$ cat config.mk
export PLATFORM = sky130hd
export DESIGN_NAME = sparse_pixel_frame_decoder
export DESIGN_NICKNAME = d
export VERILOG_FILES = /design/src/design/spfd_pkg.sv /design/src/design/spfd_front.sv /design/src/design/spfd_queue.sv /design/src/design/spfd_back.sv /design/src/design/sparse_pixel_frame_decoder.sv
export SDC_FILE = /design/constraint.sdc
export NUM_CORES = 1
export LEC_CHECK = 0
export ABC_AREA = 1
export BUFFER_PORTS_ARGS = -buffer_cell sky130_fd_sc_hd__buf_2
export CORE_UTILIZATION = 50
export DETAILED_ROUTE_END_ITERATION = 10
export PLACE_DENSITY = 0.72
export SKIP_CTS_REPAIR_TIMING = 1
export SLEW_MARGIN = 15
export SYNTH_ARGS = -nofsm -noshare
export SYNTH_HDL_FRONTEND = slang
export SYNTH_SLANG_ARGS = --single-unit
$ cat constraint.sdc
create_clock -name clk -period 2.3 [get_ports clk]
set_input_delay 0.46 -clock clk [delete_from_list [all_inputs] [get_ports clk]]
set_output_delay 0.46 -clock clk [all_outputs]
set_load 0.05 [all_outputs]
$ cat src/design/spfd_pkg.sv
// Shared types and constants for the sparse pixel frame decoder.
// No dependencies; every other design file imports this package.
`timescale 1ns / 1ps
`default_nettype none

package spfd_pkg;

    localparam int unsigned QUEUE_DEPTH = 4;
    localparam int unsigned QPTR_W      = 2;
    localparam int unsigned QCNT_W      = 3;

    typedef struct packed {
        logic [15:0] data_word;
        logic [10:0] words_left;
        logic        frame_sel;
    } in_t;

    typedef struct packed {
        logic [11:0] hit_column;
        logic [10:0] hit_row;
        logic        hit_pivot;
        logic        hit_frame;
        logic        hit_last;
    } out_t;

    // One decoded run word waiting for expansion
    typedef struct packed {
        logic [10:0] column;
        logic [1:0]  len;
        logic [10:0] row;
        logic        pivot;
        logic        frame;
    } run_t;

    typedef struct packed {
        logic full;
        logic empty;
    } q_status_t;

    typedef enum logic [1:0] {
        MODE_HEADER,
        MODE_RUNS,
        MODE_DISCARD
    } mode_t;

endpackage

`default_nettype wire

$ cat src/design/spfd_front.sv
// Word parser: tracks header / run / discard state and emits run entries.
// Depends on spfd_pkg.
`timescale 1ns / 1ps
`default_nettype none

module spfd_front #(
    parameter int unsigned MAX_FRAME_WORDS = 2048
) (
    input  wire logic             clk,
    input  wire logic             rst_n,
    input  wire logic             accept,
    input  wire spfd_pkg::in_t    in_data,
    input  wire logic             cfg_wr_en,
    input  wire logic [13:0]      cfg_wr_data,
    output logic                  push,
    output spfd_pkg::run_t        push_data
);
    import spfd_pkg::*;

    localparam int unsigned LEFT_CAP =
        (MAX_FRAME_WORDS > 2048) ? 2047 : MAX_FRAME_WORDS - 1;

    mode_t       mode_reg, mode_next;
    logic [3:0]  runs_reg, runs_next;
    logic [10:0] row_reg, row_next;
    logic        pivot_reg, pivot_next;
    logic [13:0] pivot_pixel_reg;

    logic [10:0] left;
    logic [3:0]  nruns;
    logic [10:0] hdr_row;
    logic [3:0]  runs_dec;

    always_comb
    begin
        if (32'(in_data.words_left) > LEFT_CAP)
            left = LEFT_CAP[10:0];
        else
            left = in_data.words_left;
    end

    assign nruns    = in_data.data_word[3:0];
    assign hdr_row  = in_data.data_word[14:4];
    assign runs_dec = runs_reg - 4'd1;

    // next state
    always_comb
    begin
        mode_next  = mode_reg;
        runs_next  = runs_reg;
        row_next   = row_reg;
        pivot_next = pivot_reg;
        if (accept)
        begin
            unique case (mode_reg)
                MODE_HEADER:
                begin
                    if (left != 11'd0)
                    begin
                        if ({7'd0, nruns} > left)
                        begin
                            mode_next = MODE_DISCARD;
                            runs_next = 4'd0;
                        end
                        else
                        begin
                            row_next   = hdr_row;
                            pivot_next = (hdr_row >= {1'b0, pivot_pixel_reg[13:4]});
                            runs_next  = nruns;
                            mode_next  = (nruns != 4'd0) ? MODE_RUNS : MODE_HEADER;
                        end
                    end
                end
                MODE_RUNS:
                begin
                    runs_next = runs_dec;
                    if (runs_dec == 4'd0)
                        mode_next = MODE_HEADER;
                end
                default:
                begin
                    mode_next = MODE_DISCARD;
                end
            endcase
            // end of frame always resyncs to a header
            if (left == 11'd0)
            begin
                mode_next = MODE_HEADER;
                runs_next = 4'd0;
            end
        end
    end

    // outputs
    always_comb
    begin
        push            = accept && (mode_reg == MODE_RUNS);
        push_data.column = in_data.data_word[12:2];
        push_data.len    = in_data.data_word[1:0];
        push_data.row    = row_reg;
        push_data.pivot  = pivot_reg;
        push_data.frame  = in_data.frame_sel;
    end

    always_ff @(posedge clk or negedge rst_n)
    begin
        if (!rst_n)
        begin
            mode_reg        <= MODE_HEADER;
            runs_reg        <= 4'd0;
            row_reg         <= 11'd0;
            pivot_reg       <= 1'b0;
            pivot_pixel_reg <= 14'd0;
        end
        else
        begin
            mode_reg  <= mode_next;
            runs_reg  <= runs_next;
            row_reg   <= row_next;
            pivot_reg <= pivot_next;
            if (cfg_wr_en)
                pivot_pixel_reg <= cfg_wr_data;
        end
    end

endmodule

`default_nettype wire

$ cat src/design/spfd_queue.sv
// Short register queue of run entries between parser and expander.
// Depends on spfd_pkg.
`timescale 1ns / 1ps
`default_nettype none

module spfd_queue (
    input  wire logic                clk,
    input  wire logic                rst_n,
    input  wire logic                push,
    input  wire spfd_pkg::run_t      push_data,
    input  wire logic                pop,
    output spfd_pkg::run_t           head,
    output spfd_pkg::q_status_t      status
);
    import spfd_pkg::*;

    run_t              entry_reg [QUEUE_DEPTH];
    logic [QPTR_W-1:0] wr_ptr_reg, wr_ptr_next;
    logic [QPTR_W-1:0] rd_ptr_reg, rd_ptr_next;
    logic [QCNT_W-1:0] count_reg, count_next;

    assign status.full  = (count_reg == QCNT_W'(QUEUE_DEPTH));
    assign status.empty = (count_reg == '0);
    assign head         = entry_reg[rd_ptr_reg];

    always_comb
    begin
        wr_ptr_next = push ? wr_ptr_reg + 1'b1 : wr_ptr_reg;
        rd_ptr_next = pop  ? rd_ptr_reg + 1'b1 : rd_ptr_reg;
        count_next  = count_reg + QCNT_W'(push) - QCNT_W'(pop);
    end

    always_ff @(posedge clk)
    begin
        if (push)
            entry_reg[wr_ptr_reg] <= push_data;
    end

    always_ff @(posedge clk or negedge rst_n)
    begin
        if (!rst_n)
        begin
            wr_ptr_reg <= '0;
            rd_ptr_reg <= '0;
            count_reg  <= '0;
        end
        else
        begin
            wr_ptr_reg <= wr_ptr_next;
            rd_ptr_reg <= rd_ptr_next;
            count_reg  <= count_next;
        end
    end

endmodule

`default_nettype wire

$ cat src/design/spfd_back.sv
// Run expander: turns each queued run into 1 to 4 hits, one per beat,
// through a registered output stage. Depends on spfd_pkg.
`timescale 1ns / 1ps
`default_nettype none

module spfd_back (
    input  wire logic                clk,
    input  wire logic                rst_n,
    input  wire spfd_pkg::run_t      head,
    input  wire spfd_pkg::q_status_t status,
    output logic                     pop,
    output logic                     out_valid,
    input  wire logic                out_stall,
    output spfd_pkg::out_t           out_data
);
    import spfd_pkg::*;

    logic [1:0] offset_reg, offset_next;
    logic       valid_reg, valid_next;
    out_t       data_reg, data_next;
    logic       load;
    logic       at_end;

    assign load   = !status.empty && (!valid_reg || !out_stall);
    assign at_end = (offset_reg == head.len);
    assign pop    = load && at_end;

    always_comb
    begin
        data_next.hit_column = {1'b0, head.column} + {10'd0, offset_reg};
        data_next.hit_row    = head.row;
        data_next.hit_pivot  = head.pivot;
        data_next.hit_frame  = head.frame;
        data_next.hit_last   = at_end;

        if (load)
            valid_next = 1'b1;
        else if (!out_stall)
            valid_next = 1'b0;
        else
            valid_next = valid_reg;

        if (load)
            offset_next = at_end ? 2'd0 : offset_reg + 2'd1;
        else
            offset_next = offset_reg;
    end

    always_ff @(posedge clk)
    begin
        if (load)
            data_reg <= data_next;
    end

    always_ff @(posedge clk or negedge rst_n)
    begin
        if (!rst_n)
        begin
            valid_reg  <= 1'b0;
            offset_reg <= 2'd0;
        end
        else
        begin
            valid_reg  <= valid_next;
            offset_reg <= offset_next;
        end
    end

    assign out_valid = valid_reg;
    assign out_data  = data_reg;

endmodule

`default_nettype wire

$ cat src/design/sparse_pixel_frame_decoder.sv
// Sparse pixel frame decoder, top level.
// Input channel: one 16-bit frame word per beat with its words_left count and
//   frame index; header words set the row, run words expand into pixel hits.
// Output channel: one hit per beat (column, row, pivot flag, frame, last flag).
// Configuration: cfg_wr_en writes the 14-bit pivot pixel; write only when idle.
// Throughput: one input word per cycle while runs are short enough for the
//   output to keep up and the receiver does not stall; a run word expands into
//   1 to 4 hits (run length), set by the single-hit-per-cycle expander.
// An accepted run word reaches the output through the queue write, then the
//   output register.
// A four-entry run queue sits between the parser and the expander; when it
//   fills, in_stall rises. Header and discarded words still wait for a free
//   slot but produce no hits.
// Receiver stall holds the current hit steady; the expander and then the
//   queue back up, and the parser keeps taking words until the queue is full.
// Reset (rst_n, async low) clears the parser to expect a header, empties the
//   queue, drops any pending hit and resets the pivot pixel to 0.
// Depends on spfd_pkg, spfd_front, spfd_queue, spfd_back.
`timescale 1ns / 1ps
`default_nettype none

module sparse_pixel_frame_decoder #(
    parameter int unsigned MAX_FRAME_WORDS = 2048
) (
    input  wire logic            clk,
    input  wire logic            rst_n,
    input  wire logic            in_valid,
    output logic                 in_stall,
    input  wire spfd_pkg::in_t   in_data,
    output logic                 out_valid,
    input  wire logic            out_stall,
    output spfd_pkg::out_t       out_data,
    input  wire logic            cfg_wr_en,
    input  wire logic [13:0]     cfg_wr_data
);
    import spfd_pkg::*;

    logic      accept;
    logic      push;
    run_t      push_data;
    logic      pop;
    run_t      head;
    q_status_t status;

    assign in_stall = status.full;
    assign accept   = in_valid && !status.full;

    spfd_front #(
        .MAX_FRAME_WORDS(MAX_FRAME_WORDS)
    ) u_front (
        .clk        (clk),
        .rst_n      (rst_n),
        .accept     (accept),
        .in_data    (in_data),
        .cfg_wr_en  (cfg_wr_en),
        .cfg_wr_data(cfg_wr_data),
        .push       (push),
        .push_data  (push_data)
    );

    spfd_queue u_queue (
        .clk      (clk),
        .rst_n    (rst_n),
        .push     (push),
        .push_data(push_data),
        .pop      (pop),
        .head     (head),
        .status   (status)
    );

    spfd_back u_back (
        .clk      (clk),
        .rst_n    (rst_n),
        .head     (head),
        .status   (status),
        .pop      (pop),
        .out_valid(out_valid),
        .out_stall(out_stall),
        .out_data (out_data)
    );

endmodule

`default_nettype wire

==> qor.txt, run 1 <==
CP arrival: 2.54 ns
Vias per cell: 5.36
Layout cells sized above 1: 23.6%
CTS tree: yes
DR WL/cell: 16.0 um
CTS Buf Count: 17
Dpl cells: 918
Final Hold Viols: 0
Row cnt: 44
Core area: 14500 sq um
Final setup vio count: 0
Place WS: -0.108 ns
Worst setup path category: reg2reg
Detail Route Antenna Nets: 0
TritonRoute pass-1 iters: 5
Max Fanout on Critical Path: 8
Placer Congestion: 0.841
Clock skew: 0.00569 ns
Final worst setup slack: 0.0734 ns
Final Util: 61.4%
Max reg flops: 104
Sequential area share after synthesis: 65.5%
Worst skew pair latency: 0.42 ns
Post-Syn Instances: 662
Initial Util: 51.2%
Max Cap Viol: 0
Min Tclk post-route: 2.23 ns
GRT Max-Usage Layer: met2
R2r setup slk: 0.07 ns
Vias in the first global route: 4768
CP Data Required Time: 2.62 ns
Largest net degree at the start of global routing: 31
Syn nets: 735
Die Width: 124 um
Initial antenna violation count: 0
GR met3 Demand/Resource: 4.44%
Final slew viol count: 0
CP Launch Type: flip-flop
DRC Markers: 0
Slew HR: 64.7%
Area grow syn2layout: 19.9%
Worst Max-Slew Pin Slew: 0.529 ns
Total track usage: 20.7%
FF+latch count, synth: 168
Leakage Power: 0.00377 uW
Buffers on Ports: 69
Status: complete, no violations
Met1 usage: 25.8%
Synth cell types: 37
I/O pin cnt: 75
CP endpoint kind: flip-flop
Clock root cell: clkbuf_16
Mean Syn Cell Area: 11.2 sq um
Remaining Overflow, GRT: 0
CTS clk-pin slew, worst paths: 0.06 ns
Sink Count: 168
Die footprint: 15300 sq um
Chip height: 124 um
Hold Slack: 0.0141 ns
Clk buf depth: 2
CTS H-Tree Depth: 4
Pwr dens: 1380 nW/um^2
Period utilization: 96.8%
Fillers: 1126
GRT met2 Usage: 34.7%
Hold Crit Class: in2async
Global-route wire length before repair: 23300 um
Layout net count: 832
Cell Count, Final, Fillers Out: 956
Synth warn: 0
Mapped cell area: 7410 sq um
Post-DP HPWL: 10000 um
Fmax: 0.449 GHz
Ant diodes: 0
Peak supply drop: 728 uV
Post-Route WL: 15300 um
1st-iter DRT viols: 382
Vias: 5120
-- where the power goes --
part	leakage, uW	switching, uW	internal (uW)	total [uW]
clock	0.000298	1160	1820	2980
sequential	0.00166	378	4210	4590
combinational	0.00181	3150	1510	4670
total	0.00377	4690	7540	12200
-- metal layers --
metal | routed length, um | vias up | share of wire, %
li1 | - | 2438 | -
met1 | 6410 | 2485 | 42
met2 | 7690 | 172 | 50
met3 | 892 | 25 | 5.8
met4 | 331 | 0 | 2.2
met5 | 0 | - | 0
-- worst paths after layout --
kind                                            start                    endpoint  cells past startpoint
max in group asynchronous                       rst_n          u_front.row_reg[9]                      2
worst min register to register     u_front.row_reg[4]     u_queue.entry_reg[2][6]                      0
worst max register to register  u_queue.rd_ptr_reg[0]        u_queue.count_reg[1]                     13
worst max-delay path            u_queue.rd_ptr_reg[0]        u_queue.count_reg[1]                     13
worst min-delay path                            rst_n  u_front.pivot_pixel_reg[5]                      1
min in group clk                       cfg_wr_data[6]  u_front.pivot_pixel_reg[6]                      3
-- critical path, stage by stage (launching register included) --
cell and delay, ns:
dfrtp_2 0.48, inv_8 0.08, nand2_1 0.08, nand3_2 0.08, nand2_4 0.09, xor2_4 0.16
nand3_2 0.11, inv_2 0.09, ha_4 0.20, inv_2 0.06, ha_4 0.12, inv_2 0.03
fa_2 0.51, inv_1 0.04
-- layout make-up --
type / instances / area, sq um / area share, %
repair buffers: 99 / 676 / 7.60
clock inverters: 15 / 200 / 2.25
clock buffers: 17 / 425 / 4.79
flip-flops and latches: 168 / 4860 / 54.6
well taps: 184 / 230 / 2.59
inverters: 63 / 246 / 2.77
multi-input cells: 410 / 2250 / 25.4
-- cells by family (layout without fill, tap and decap cells) --
group | Yosys count | count (layout) | synth area share [%]
AND/OR/NAND/NOR | 292 | 292 | 17.0
AO/OA/AOI/OAI | 78 | 78 | 5.82
flip-flops | 168 | 168 | 65.5
multiplexers | 1 | 1 | 0.152
adder cells (fa/ha/maj) | 26 | 26 | 4.59
buffers and inverters | 84 | 194 | 5.13
XOR/XNOR | 13 | 13 | 1.79
-- per-stage QoR --
stage	total power, uW	setup TNS (ns)	cell area, sq um
2_1_floorplan	7820	-28.91	7420
3_3_place_gp	8750	-0.0415	8080
3_5_place_dp	8940	-0.573	8080
4_1_cts	11900	-0.746	8710
5_1_grt	12900	-0.0244	8890
6_report	12200	0	8890
-- cells in the mapped netlist --
master / instances / share of area, %
nand3b_1: 2 / 0.20
inv_1: 60 / 3.0
buf_1: 1 / 0.051
edfxtp_1: 130 / 53
nand3_2: 4 / 0.54
o21ai_0: 48 / 3.2
a21oi_1: 11 / 0.74
nand3_4: 1 / 0.24
xnor2_1: 2 / 0.24
nor2_4: 2 / 0.30
inv_2: 2 / 0.10
buf_6: 4 / 0.61
nor2_2: 7 / 0.59
inv_8: 1 / 0.15
buf_8: 1 / 0.20
o21a_1: 1 / 0.10
a32oi_1: 2 / 0.24
ha_1: 24 / 4.1
xor2_4: 1 / 0.37
o22ai_1: 14 / 1.2
xor2_1: 10 / 1.2
nor2_1: 46 / 2.3
nand2_2: 6 / 0.51
nand4_1: 4 / 0.34
nor3_1: 4 / 0.27
buf_2: 4 / 0.27
a21boi_0: 1 / 0.10
mux2_2: 1 / 0.15
dfrtp_1: 38 / 13
a21oi_4: 1 / 0.22
nand3_1: 31 / 2.1
clkbuf_1: 8 / 0.41
fa_1: 2 / 0.54
nor4_1: 1 / 0.084
nand2_4: 2 / 0.30
buf_4: 3 / 0.30
nand2_1: 182 / 9.2
-- cells in the final DEF, fill, tap and decap left out, drive strengths merged --
cell type,Yosys,layout
o21a,1,1
nand2,190,190
nand3,36,36
a21boi,1,1
ha,24,24
nor3,4,4
nand3b,2,2
xor2,11,11
a32oi,2,2
bufinv,0,4
xnor2,2,2
buf,13,97
clkinv,0,5
dfrtp,38,38
clkbuf,8,19
nand4,4,4
clkinvlp,0,3
o21ai,48,48
nor2,55,55
a21oi,12,12
inv,63,66
nor4,1,1
edfxtp,130,130
fa,2,2
mux2,1,1
o22ai,14,14
Note: power is estimated with default switching activity, not from simulation.
==> run 2: changes to the inputs <==
- PLACE_DENSITY: 0.72 -> 0.69
- clock period: 2.3 -> 2.5 ns (I/O delays scaled with it)
==> run 2 against run 1 <==
Non-clock buffer count fell by 10. Clock power decreased by 11%. Die area unchanged. Fmax fell by 5.3%. Sequential power shrank 8.3%. Clock skew rose by 0.0041 ns. Critical path type unchanged. Critical endpoint is now u_queue.count_reg[2]. Highest routed layer unchanged.
==> qor.txt, run 2 (synthesis gave the netlist of run 1 again) <==
Status: complete, no violations
Final setup vio count: 0
Hold Slack: 0.118 ns
Die footprint: 15300 sq um
I/O pin cnt: 75
Post-Route WL: 14900 um
Buffers on Ports: 69
Largest net degree at the start of global routing: 39
Vias per cell: 5.18
Clock root cell: clkbuf_16
Slew HR: 66.1%
Pwr dens: 1250 nW/um^2
Vias in the first global route: 4843
CTS tree: yes
Post-DP HPWL: 9920 um
Hold Crit Class: in2async
Row cnt: 44
TritonRoute pass-1 iters: 5
DR WL/cell: 15.8 um
Most frequent cells in the layout: 181 x nand2_1, 130 x edfxtp_1, 69 x buf_2, 60 x inv_1, 48 x o21ai_0
Worst Max-Slew Pin Slew: 0.508 ns
CTS H-Tree Depth: 4
Max Cap Viol: 0
Sink Count: 168
Max Fanout on Critical Path: 13
Core area: 14500 sq um
Worst skew pair latency: 0.43 ns
RSZ-0062 raised after global routing: no
Initial antenna violation count: 0
Layout cells sized above 1: 20.3%
Worst setup path category: reg2reg
Final Util: 59.8%
Cell Count, Final, Fillers Out: 946
CTS clk-pin slew, worst paths: 0.07 ns
Total track usage: 21.4%
Most common cell after layout, fill and taps aside: nand2_1
Clock skew: 0.00982 ns
Initial Util: 51.2%
CP Launch Type: flip-flop
Period utilization: 94.0%
Min Tclk post-route: 2.35 ns
Final Hold Viols: 0
Placer Congestion: 0.813
Fillers: 1164
CP endpoint kind: flip-flop
R2R depth: 13
Leakage Power: 0.00369 uW
CP arrival: 2.66 ns
CP Data Required Time: 2.81 ns
Area grow syn2layout: 16.8%
Dpl cells: 913
Peak supply drop: 468 uV
Die Width: 124 um
Chip height: 124 um
Remaining Overflow, GRT: 0
1st-iter DRT viols: 357
Detail Route Antenna Nets: 0
DRC Markers: 0
Vias: 4905
Fmax: 0.425 GHz
Clk buf depth: 2
Ant diodes: 0
Max reg flops: 104
Setup TNS: 0 ns
Final slew viol count: 0
Global-route wire length before repair: 23900 um
R2r setup slk: 0.15 ns
Layout net count: 822
CTS Buf Count: 17
-- run 2: critical path, stage by stage (launching register included) --
cell and delay (ns):
dfrtp_2 0.49, inv_8 0.13, nand2_1 0.06, nand3_1 0.11
nand2_4 0.08, xor2_4 0.17, nand3_4 0.11, inv_1 0.11
ha_1 0.23, inv_1 0.06, ha_1 0.14, inv_1 0.05
fa_1 0.37, xnor2_1 0.14
-- run 2: routing by layer --
metal	vias to the layer above	global-route usage [%]	share of wire [%]
li1	2402	-	-
met1	2354	27.2	44
met2	134	35.8	50
met3	15	3.89	5.0
met4	0	9.49	1.4
met5	-	0	0
-- run 2: path summary, 6_finish.rpt --
check                                            from                    endpoint
min in group clk                       cfg_wr_data[8]  u_front.pivot_pixel_reg[8]
worst min register to register    u_front.runs_reg[1]         u_front.runs_reg[1]
max in group asynchronous                       rst_n            u_back.out_valid
worst max-delay path            u_queue.rd_ptr_reg[0]        u_queue.count_reg[2]
worst min-delay path                            rst_n  u_front.pivot_pixel_reg[4]
worst max register to register  u_queue.rd_ptr_reg[0]        u_queue.count_reg[2]
-- run 2: stage by stage --
step / power, uW / cell area [sq um] / setup WS [ns]
floorplan: 7180 / 7410 / -0.0747
global placement: 8000 / 8030 / 0.0633
detailed placement: 8150 / 8030 / -0.0131
CTS: 10800 / 8630 / -0.0409
global route: 11500 / 8660 / 0.00737
finish: 10800 / 8660 / 0.150
-- run 2: report_power, final --
group          internal [uW]  leakage (uW)  switching, uW
combinational           1160       0.00174           2800
clock                   1570      0.000293           1070
sequential              3870       0.00166            335
total                   6610       0.00369           4210
-- run 2: final cells by class --
class                           instances  area, sq um  share of cell area [%]
Clock buffer                           17          425                    4.91
Clock inverter                         15          173                    1.99
Inverter                               63          244                    2.82
Multi-Input combinational cell        410         2200                    25.5
Sequential cell                       168         4860                    56.1
Tap cell                              184          230                    2.66
Timing Repair Buffer                   89          524                    6.05
